[src/swm_pkg.sv]
// Shared constants, types and state encoding for the sliding-window median filter.
package swm_pkg;

    localparam int MAX_WINDOW  = 64;
    localparam int SAMPLE_BITS = 16;
    localparam int CFG_W       = 7;
    localparam int PTR_W       = $clog2(MAX_WINDOW);
    localparam int CNT_W       = $clog2(MAX_WINDOW + 1);
    localparam int MED_W       = SAMPLE_BITS + 1;
    localparam int OUT_BITS    = MED_W + CNT_W;
    localparam int OUT_W       = ((OUT_BITS + 7) / 8) * 8;
    localparam int IN_W        = ((SAMPLE_BITS + 7) / 8) * 8;

    typedef logic signed [SAMPLE_BITS-1:0] sample_t;

    typedef enum logic [2:0] {
        ST_IDLE,
        ST_EVICT,
        ST_INSERT,
        ST_PICK_LO,
        ST_PICK_HI,
        ST_EMIT
    } swm_state_t;

    typedef struct packed {
        logic load;
        logic store;
        logic evict;
        logic insert;
        logic pick_lo;
        logic pick_hi;
        logic emit;
    } swm_cmd_t;

    typedef struct packed {
        logic full;
    } swm_status_t;

endpackage

[src/swm_ctrl.sv]
// Sequencer for one sample: evict, insert, pick the middle values, emit the word.
module swm_ctrl
    import swm_pkg::*;
(
    input  logic        clk,
    input  logic        rst_n,
    input  logic        s_tvalid,
    output logic        s_tready,
    output logic        m_tvalid,
    input  logic        m_tready,
    input  swm_status_t status,
    output swm_cmd_t    cmd
);

    swm_state_t state_reg;
    swm_state_t state_next;
    logic       out_valid_reg;
    logic       out_valid_next;

    always_ff @(posedge clk or negedge rst_n)
    begin
        if (!rst_n)
        begin
            state_reg     <= ST_IDLE;
            out_valid_reg <= 1'b0;
        end
        else
        begin
            state_reg     <= state_next;
            out_valid_reg <= out_valid_next;
        end
    end

    always_comb
    begin
        state_next     = state_reg;
        cmd            = '0;
        s_tready       = 1'b0;
        out_valid_next = out_valid_reg && !m_tready;
        unique case (state_reg)
            ST_IDLE:
            begin
                s_tready = 1'b1;
                if (s_tvalid)
                begin
                    cmd.load   = 1'b1;
                    state_next = ST_EVICT;
                end
            end
            ST_EVICT:
            begin
                cmd.store  = 1'b1;
                cmd.evict  = status.full;
                state_next = ST_INSERT;
            end
            ST_INSERT:
            begin
                cmd.insert = 1'b1;
                state_next = ST_PICK_LO;
            end
            ST_PICK_LO:
            begin
                cmd.pick_lo = 1'b1;
                state_next  = ST_PICK_HI;
            end
            ST_PICK_HI:
            begin
                cmd.pick_hi = 1'b1;
                state_next  = ST_EMIT;
            end
            ST_EMIT:
            begin
                if (!out_valid_reg || m_tready)
                begin
                    cmd.emit       = 1'b1;
                    out_valid_next = 1'b1;
                    state_next     = ST_IDLE;
                end
            end
            default:
            begin
                state_next = ST_IDLE;
            end
        endcase
    end

    assign m_tvalid = out_valid_reg;

endmodule

[config.mk]
export PLATFORM = sky130hd
export DESIGN_NAME = swm_ctrl
export DESIGN_NICKNAME = d
export VERILOG_FILES = /design/src/swm_pkg.sv /design/src/swm_ctrl.sv
export SDC_FILE = /design/constraint.sdc
export NUM_CORES = 1
export LEC_CHECK = 0
export BUFFER_PORTS_ARGS = -buffer_cell sky130_fd_sc_hd__buf_2
export CAP_MARGIN = 20
export CELL_PAD_IN_SITES_DETAIL_PLACEMENT = 1
export CELL_PAD_IN_SITES_GLOBAL_PLACEMENT = 2
export CORE_MARGIN = 2
export CORE_UTILIZATION = 20
export CTS_CLUSTER_DIAMETER = 80
export DETAILED_ROUTE_END_ITERATION = 10
export HOLD_SLACK_MARGIN = 0.12
export PLACE_DENSITY = 0.77
export SYNTH_ARGS = -nofsm -noshare
export SYNTH_HDL_FRONTEND = slang
export SYNTH_SLANG_ARGS = --single-unit
export TNS_END_PERCENT = 1
[constraint.sdc]
create_clock -name clk -period 0.9 [get_ports clk]
set_input_delay 0.09 -clock clk [delete_from_list [all_inputs] [get_ports clk]]
set_output_delay 0.09 -clock clk [all_outputs]
set_load 0.01 [all_outputs]
==> flow_summary.yaml, run 1 <==
clock_tree:
  clockBufferDepth: 2
  numCtsBuffers: 3
  clk_pin_slew_ps: 40
  clock_latency_ps: 240
  root_buffer: "clkbuf_4"
  cts_tree: "done"
  cts_num_sinks: 4
  htree_levels: 1
grt:
  grt_usage_pct: 13.4
  antenna_found_initial: 0
  grt_max_degree: 7
  grt_first_pass_wirelength_mm: 1.32
  grt_pass1_vias: 288
  gr-total-overflow: 0
synthesis:
  yosys.area.top_type: "dfrtp_1"
  ys_top_cells_by_count: "dfrtp_1 (4), nor2_1 (3)"
  yosysSeqAreaShare_pct: 37.2
  synthMuxAreaShare_pct: 0
  synth_seq_cells: 4
  synth_area_per_cell_um2: 9.96
  netlist_instances: 27
  netlist.area_leader.share_pct: 37.2
  synthArstFlopShare_pct: 100
  synth_top_family_by_area: "simple AND/OR/NAND/NOR gates"
  synth_edf_count: 0
  yosys-top-cells-area: "dfrtp_1 (37%), buf_6 (8.4%), nor3_4 (6.0%), a221oi_2 (5.6%), nor3b_1 (5.6%)"
  ys.warnings.count: 0
  synth.distinct_cells: 18
  synth_compound_area_share_pct: 9.77
  synthSimpleGateAreaFrac_pct: 36.3
  synthXorXnorAreaFrac_pct: 3.26
  synth-adder-area-share_pct: 0
  ys.flop_type: "dfrtp_1"
  yosysMostFrequentCell: "dfrtp_1"
  syn_area_um2: 269
  synth_fp_nets: 32
worst_setup_path:
  critPathCaptureType: "output pin"
  arrival_ps: 1150
  critPathKind: "reg -> out"
  slowest_stage: "dfrtp_2"
  startpoint_type: "register"
  worst_path_largest_cell_delay_ps: 460
  crit_chain: "buf_6, nor3b_2, buf_2"
  critPathRequiredTime_ps: 810
  path_delay_family: "flip-flops"
  cp_num_buf_inv: 2
  cp_max_fo: 5
detailed_routing:
  drt_iter0_markers: 6
  detail_route.first_pass.iterations: 4
  drc: 0
  num_vias: 285
  ant_nets: 0
  routed_wl_um: 785
  viasPerCell: 4.38
  avgRoutedWirePerCell_um: 12.1
final_layout:
  n_fill_cell: 157
  drive_above_1_share_pct: 78.0
  largest_reg_flops: 3
  fin_cells: 65
  n_antenna_cell: 0
  syn_to_final_growth_pct: 82.3
  fin_nets: 57
sta:
  max_freq_ghz: 0.805
  rsz0062_at_grt: "yes"
  fin_setup_tns_ps: -2860
  finalSetupViolations: 11
  timing.final.ws_setup_ps: -342
  tightest_slew_ps: 194
  fin_skew_ps: 6.33
  period_minus_slack_ps: 1240
  report.final.slew_viol_count: 0
  period_share_pct: 138
  fin_hold_ws_ps: 156
  slew_headroom_pct: 87.1
  finalHoldViolCount: 0
floorplan:
  io_pins: 14
  rows: 13
  dieArea_um2: 1650
  fp.coreArea_um2: 1280
  start_util_pct: 20.9
  die_x_um: 40.7
  die_y_um: 40.7
worst_hold_path:
  hold_class: "in -> reg"
power:
  leakage_nw: 0.243
  vdd_ir_drop_max_mv: 1.11
  total_power_mw: 1.76
  power_density_nw_per_um2: 3590
run_status:
  outcome: "finished, violations left"
  violations: "setup timing"
placement:
  hpwl_um: 431
  dp_cells: 54
  numPortBuffers: 13
  gp_congestion: 0.675
flow_run:
  maxCapViolCount: 0
## layer usage
metal | vias to the layer above | track usage, % | share of wire [%]
met4 | 0 | 12.5 | 0
met2 | 13 | 22.2 | 59
li1 | 137 | - | -
met1 | 135 | 13.6 | 35
met5 | - | 0 | 0
met3 | 0 | 3.26 | 5.6
## area by class of cell
cell class | instances | area [um^2] | area share [%]
clock buffers | 3 | 22.5 | 4.59
inverters | 1 | 6.26 | 1.28
multi-input cells | 19 | 169 | 34.4
flip-flops and latches | 4 | 104 | 21.2
well taps | 15 | 18.8 | 3.83
repair buffers | 23 | 170 | 34.7
## layout by cell type, fill, tap and decap left out, types with 2 or more instances in the layout
master	instances
nor2_1	3
and2_4	2
buf_4	5
buf_2	11
buf_6	6
clkbuf_4	3
nor3_4	2
dfrtp_2	3
nand2_1	2
nor3b_2	2
## path summary, 6_finish.rpt
path | from | slack, ps | cells after the start | endpoint
setup / recovery | state_reg[0]$_DFFE_PN0P_ | -340 | 3 | cmd[3]
hold / removal | m_tready | 160 | 3 | m_tvalid$_DFF_PN0_
setup reg to reg | state_reg[1]$_DFFE_PN0P_ | -230 | 4 | state_reg[0]$_DFFE_PN0P_
hold reg to reg | state_reg[2]$_DFFE_PN0P_ | 670 | 2 | state_reg[1]$_DFFE_PN0P_
max in group asynchronous | rst_n | 570 | 2 | state_reg[0]$_DFFE_PN0P_
min in group asynchronous | rst_n | 180 | 2 | m_tvalid$_DFF_PN0_
## timing repair
| action | CTS | global route |
|---|---|---|
| hold buffers | 1 | 0 |
| gates cloned | 0 | 0 |
| resized for setup | 18 | 0 |
| setup buffers | 7 | 0 |
| endpoints found under the hold margin | 4 | 0 |
| endpoints found under the setup margin | 12 | 12 |
| pin swaps | 2 | 1 |
## stage by stage
step / setup slack, ps / utilization, % / area [um^2]
2_1_floorplan: -108 / - / 280
3_3_place_gp: -203 / 27.2 / 349
3_5_place_dp: -208 / 27.2 / 349
4_1_cts: -357 / 38.2 / 490
5_1_grt: -419 / 38.2 / 490
6_report: -342 / 38.2 / 490
## worst register-to-register path: cells and delay by family (launching register included)
| kind | cells | cell delay [ps] |
|---|---|---|
| AO/OA/AOI/OAI | 1 | 50 |
| buffers and inverters | 2 | 300 |
| flip-flops | 1 | 460 |
| AND/OR/NAND/NOR | 1 | 190 |
## logic make-up (layout without fill, tap and decap cells)
kind of cell | after synthesis | after routing
compound gates | 3 | 3
xor+xnor | 1 | 1
buf+inv | 4 | 27
flops | 4 | 4
simple gates | 15 | 15
## report_power, final
group | internal [mW] | switching, mW
Combinational | 0.643 | 0.448
Sequential | 0.270 | 0.173
Clock | 0.149 | 0.0766
Total | 1.06 | 0.698
Note: power is estimated with default switching activity, not from simulation.
==> inputs of run 2 (changes only) <==
--- a/config.mk
+++ b/config.mk
@@ -9,12 +9,12 @@
 export CAP_MARGIN = 20
 export CELL_PAD_IN_SITES_DETAIL_PLACEMENT = 1
 export CELL_PAD_IN_SITES_GLOBAL_PLACEMENT = 2
-export CORE_MARGIN = 2
-export CORE_UTILIZATION = 20
+export CORE_AREA = 2 2 39 41
 export CTS_CLUSTER_DIAMETER = 80
 export DETAILED_ROUTE_END_ITERATION = 10
+export DIE_AREA = 0 0 41 43
 export HOLD_SLACK_MARGIN = 0.12
-export PLACE_DENSITY = 0.77
+export PLACE_DENSITY = 0.75
 export SYNTH_ARGS = -nofsm -noshare
 export SYNTH_HDL_FRONTEND = slang
 export SYNTH_SLANG_ARGS = --single-unit
==> constraint.sdc (replaced) <==
create_clock -name clk -period 1.3 [get_ports clk]
set_input_delay 0.13 -clock clk [delete_from_list [all_inputs] [get_ports clk]]
set_output_delay 0.13 -clock clk [all_outputs]
set_load 0.01 [all_outputs]
==> flow_summary.yaml, run 2 (synthesis results as in run 1) <==
worst_setup_path:
  r2r_slack_ps: 230
  rr_endpoint: "state_reg[1]$_DFFE_PN0P_"
  cp_max_fo: 8
  critPathKind: "reg -> out"
  startpoint_type: "register"
  endpoint: "cmd[6]"
  startpoint: "state_reg[0]$_DFFE_PN0P_"
  reg2reg_depth: 4
  critPathRequiredTime_ps: 1170
  arrival_ps: 1140
  worstReg2RegStart: "state_reg[1]$_DFFE_PN0P_"
  critPathCaptureType: "output pin"
sta:
  fin_skew_ps: 2.63
  slew_headroom_pct: 82.9
  report.final.slew_viol_count: 0
  rsz0062_at_grt: "yes"
  period_minus_slack_ps: 1270
  period_share_pct: 97.7
  finalSetupViolations: 0
  finalHoldViolCount: 0
  timing.final.ws_setup_ps: 30.5
  max_freq_ghz: 0.788
  tightest_slew_ps: 256
grt:
  gr-total-overflow: 0
  grt_usage_pct: 7.16
  antenna_found_initial: 0
  grt_max_degree: 13
  grt_first_pass_wirelength_um: 834
  grt_pass1_vias: 232
detailed_routing:
  routed_wl_um: 626
  avgRoutedWirePerCell_um: 10.1
  viasPerCell: 4.29
  drt_iter0_markers: 0
  num_vias: 266
  drc: 0
  ant_nets: 0
  detail_route.first_pass.iterations: 1
final_layout:
  fin_nets: 53
  fin_util_pct: 29.6
  final_common_cell: "buf_2"
  drive_above_1_share_pct: 63.0
  final_cell_mix: "buf_2 (13), buf_4 (5), nor2_1 (3), clkbuf_4 (3), dfrtp_2 (3)"
  largest_reg_flops: 3
  fin_area_um2: 409
  syn_to_final_growth_pct: 52.1
  n_antenna_cell: 0
clock_tree:
  root_buffer: "clkbuf_4"
  cts_tree: "done"
  cts_num_sinks: 4
  numCtsBuffers: 3
  htree_levels: 1
  clockBufferDepth: 2
  clk_pin_slew_ps: 30
  clock_latency_ps: 230
power:
  total_power_mw: 0.994
  vdd_ir_drop_max_mv: 0.710
  leakage_nw: 0.203
  power_density_nw_per_um2: 2430
run_status:
  outcome: "complete, no violations"
floorplan:
  die_x_um: 41
  io_pins: 14
  dieArea_um2: 1760
  start_util_pct: 19.4
  fp.coreArea_um2: 1380
  die_y_um: 43
  rows: 14
placement:
  hpwl_um: 409
  preCtsSetupSlack_ps: 117
  numPortBuffers: 13
  dpl-instance-area_um2: 324
  gp_congestion: 0.680
flow_run:
  maxCapViolCount: 0
worst_hold_path:
  whs_path_depth: 4
  hold_class: "in -> reg"
==> run 2: power by group <==
part | internal, mW | switching [mW]
Clock | 0.103 | 0.0433
Sequential | 0.187 | 0.129
Combinational | 0.297 | 0.235
Total | 0.586 | 0.408
==> run 2: area by class of cell <==
type / instances / area, um^2
Clock buffer: 3 / 22.5
Fill cell: 171 / 975
Inverter: 1 / 6.26
Multi-Input combinational cell: 19 / 144
Sequential cell: 4 / 104
Tap cell: 16 / 20.0
Timing Repair Buffer: 19 / 113
==> run 2: critical path, stage by stage, from the launching register on <==
cell and delay, ps:
dfrtp_2 480, nor3_4 180, and2_1 130, buf_2 120
==> run 2: what timing repair did <==
action                                 4_1_cts  5_1_grt
resized for setup                            3        4
pin swaps                                    0        2
setup buffers                                0        5
setup endpoints to repair                    7        3
hold buffers                                 1        0
endpoints found under the hold margin        4        0
==> run 2: through the flow <==
step	instances	setup TNS (ps)	hold WS (ps)
6_report	62	0	218
4_1_cts	57	-36.7	219
2_1_floorplan	27	0	-166
3_5_place_dp	53	0	-61.8
5_1_grt	62	-185	248
3_3_place_gp	53	0	-61.7
==> run 2: worst min path at each step <==
stage / to / slack (ps) / start
floorplan: m_tvalid$_DFF_PN0_ / -170 / rst_n
global placement: m_tvalid$_DFF_PN0_ / -60 / rst_n
detailed placement: m_tvalid$_DFF_PN0_ / -60 / rst_n
CTS: state_reg[0]$_DFFE_PN0P_ / 220 / m_tready
global route: m_tvalid$_DFF_PN0_ / 250 / rst_n
finish: state_reg[0]$_DFFE_PN0P_ / 220 / m_tready
==> run 2: layer usage <==
layer / vias up / GRT usage, % / part of all wire [%]
met3: 0 / 1.57 / 5.0
met2: 9 / 9.69 / 52
li1: 130 / - / -
met5: - / 0 / 0
met1: 127 / 9.15 / 43
met4: 0 / 6.00 / 0
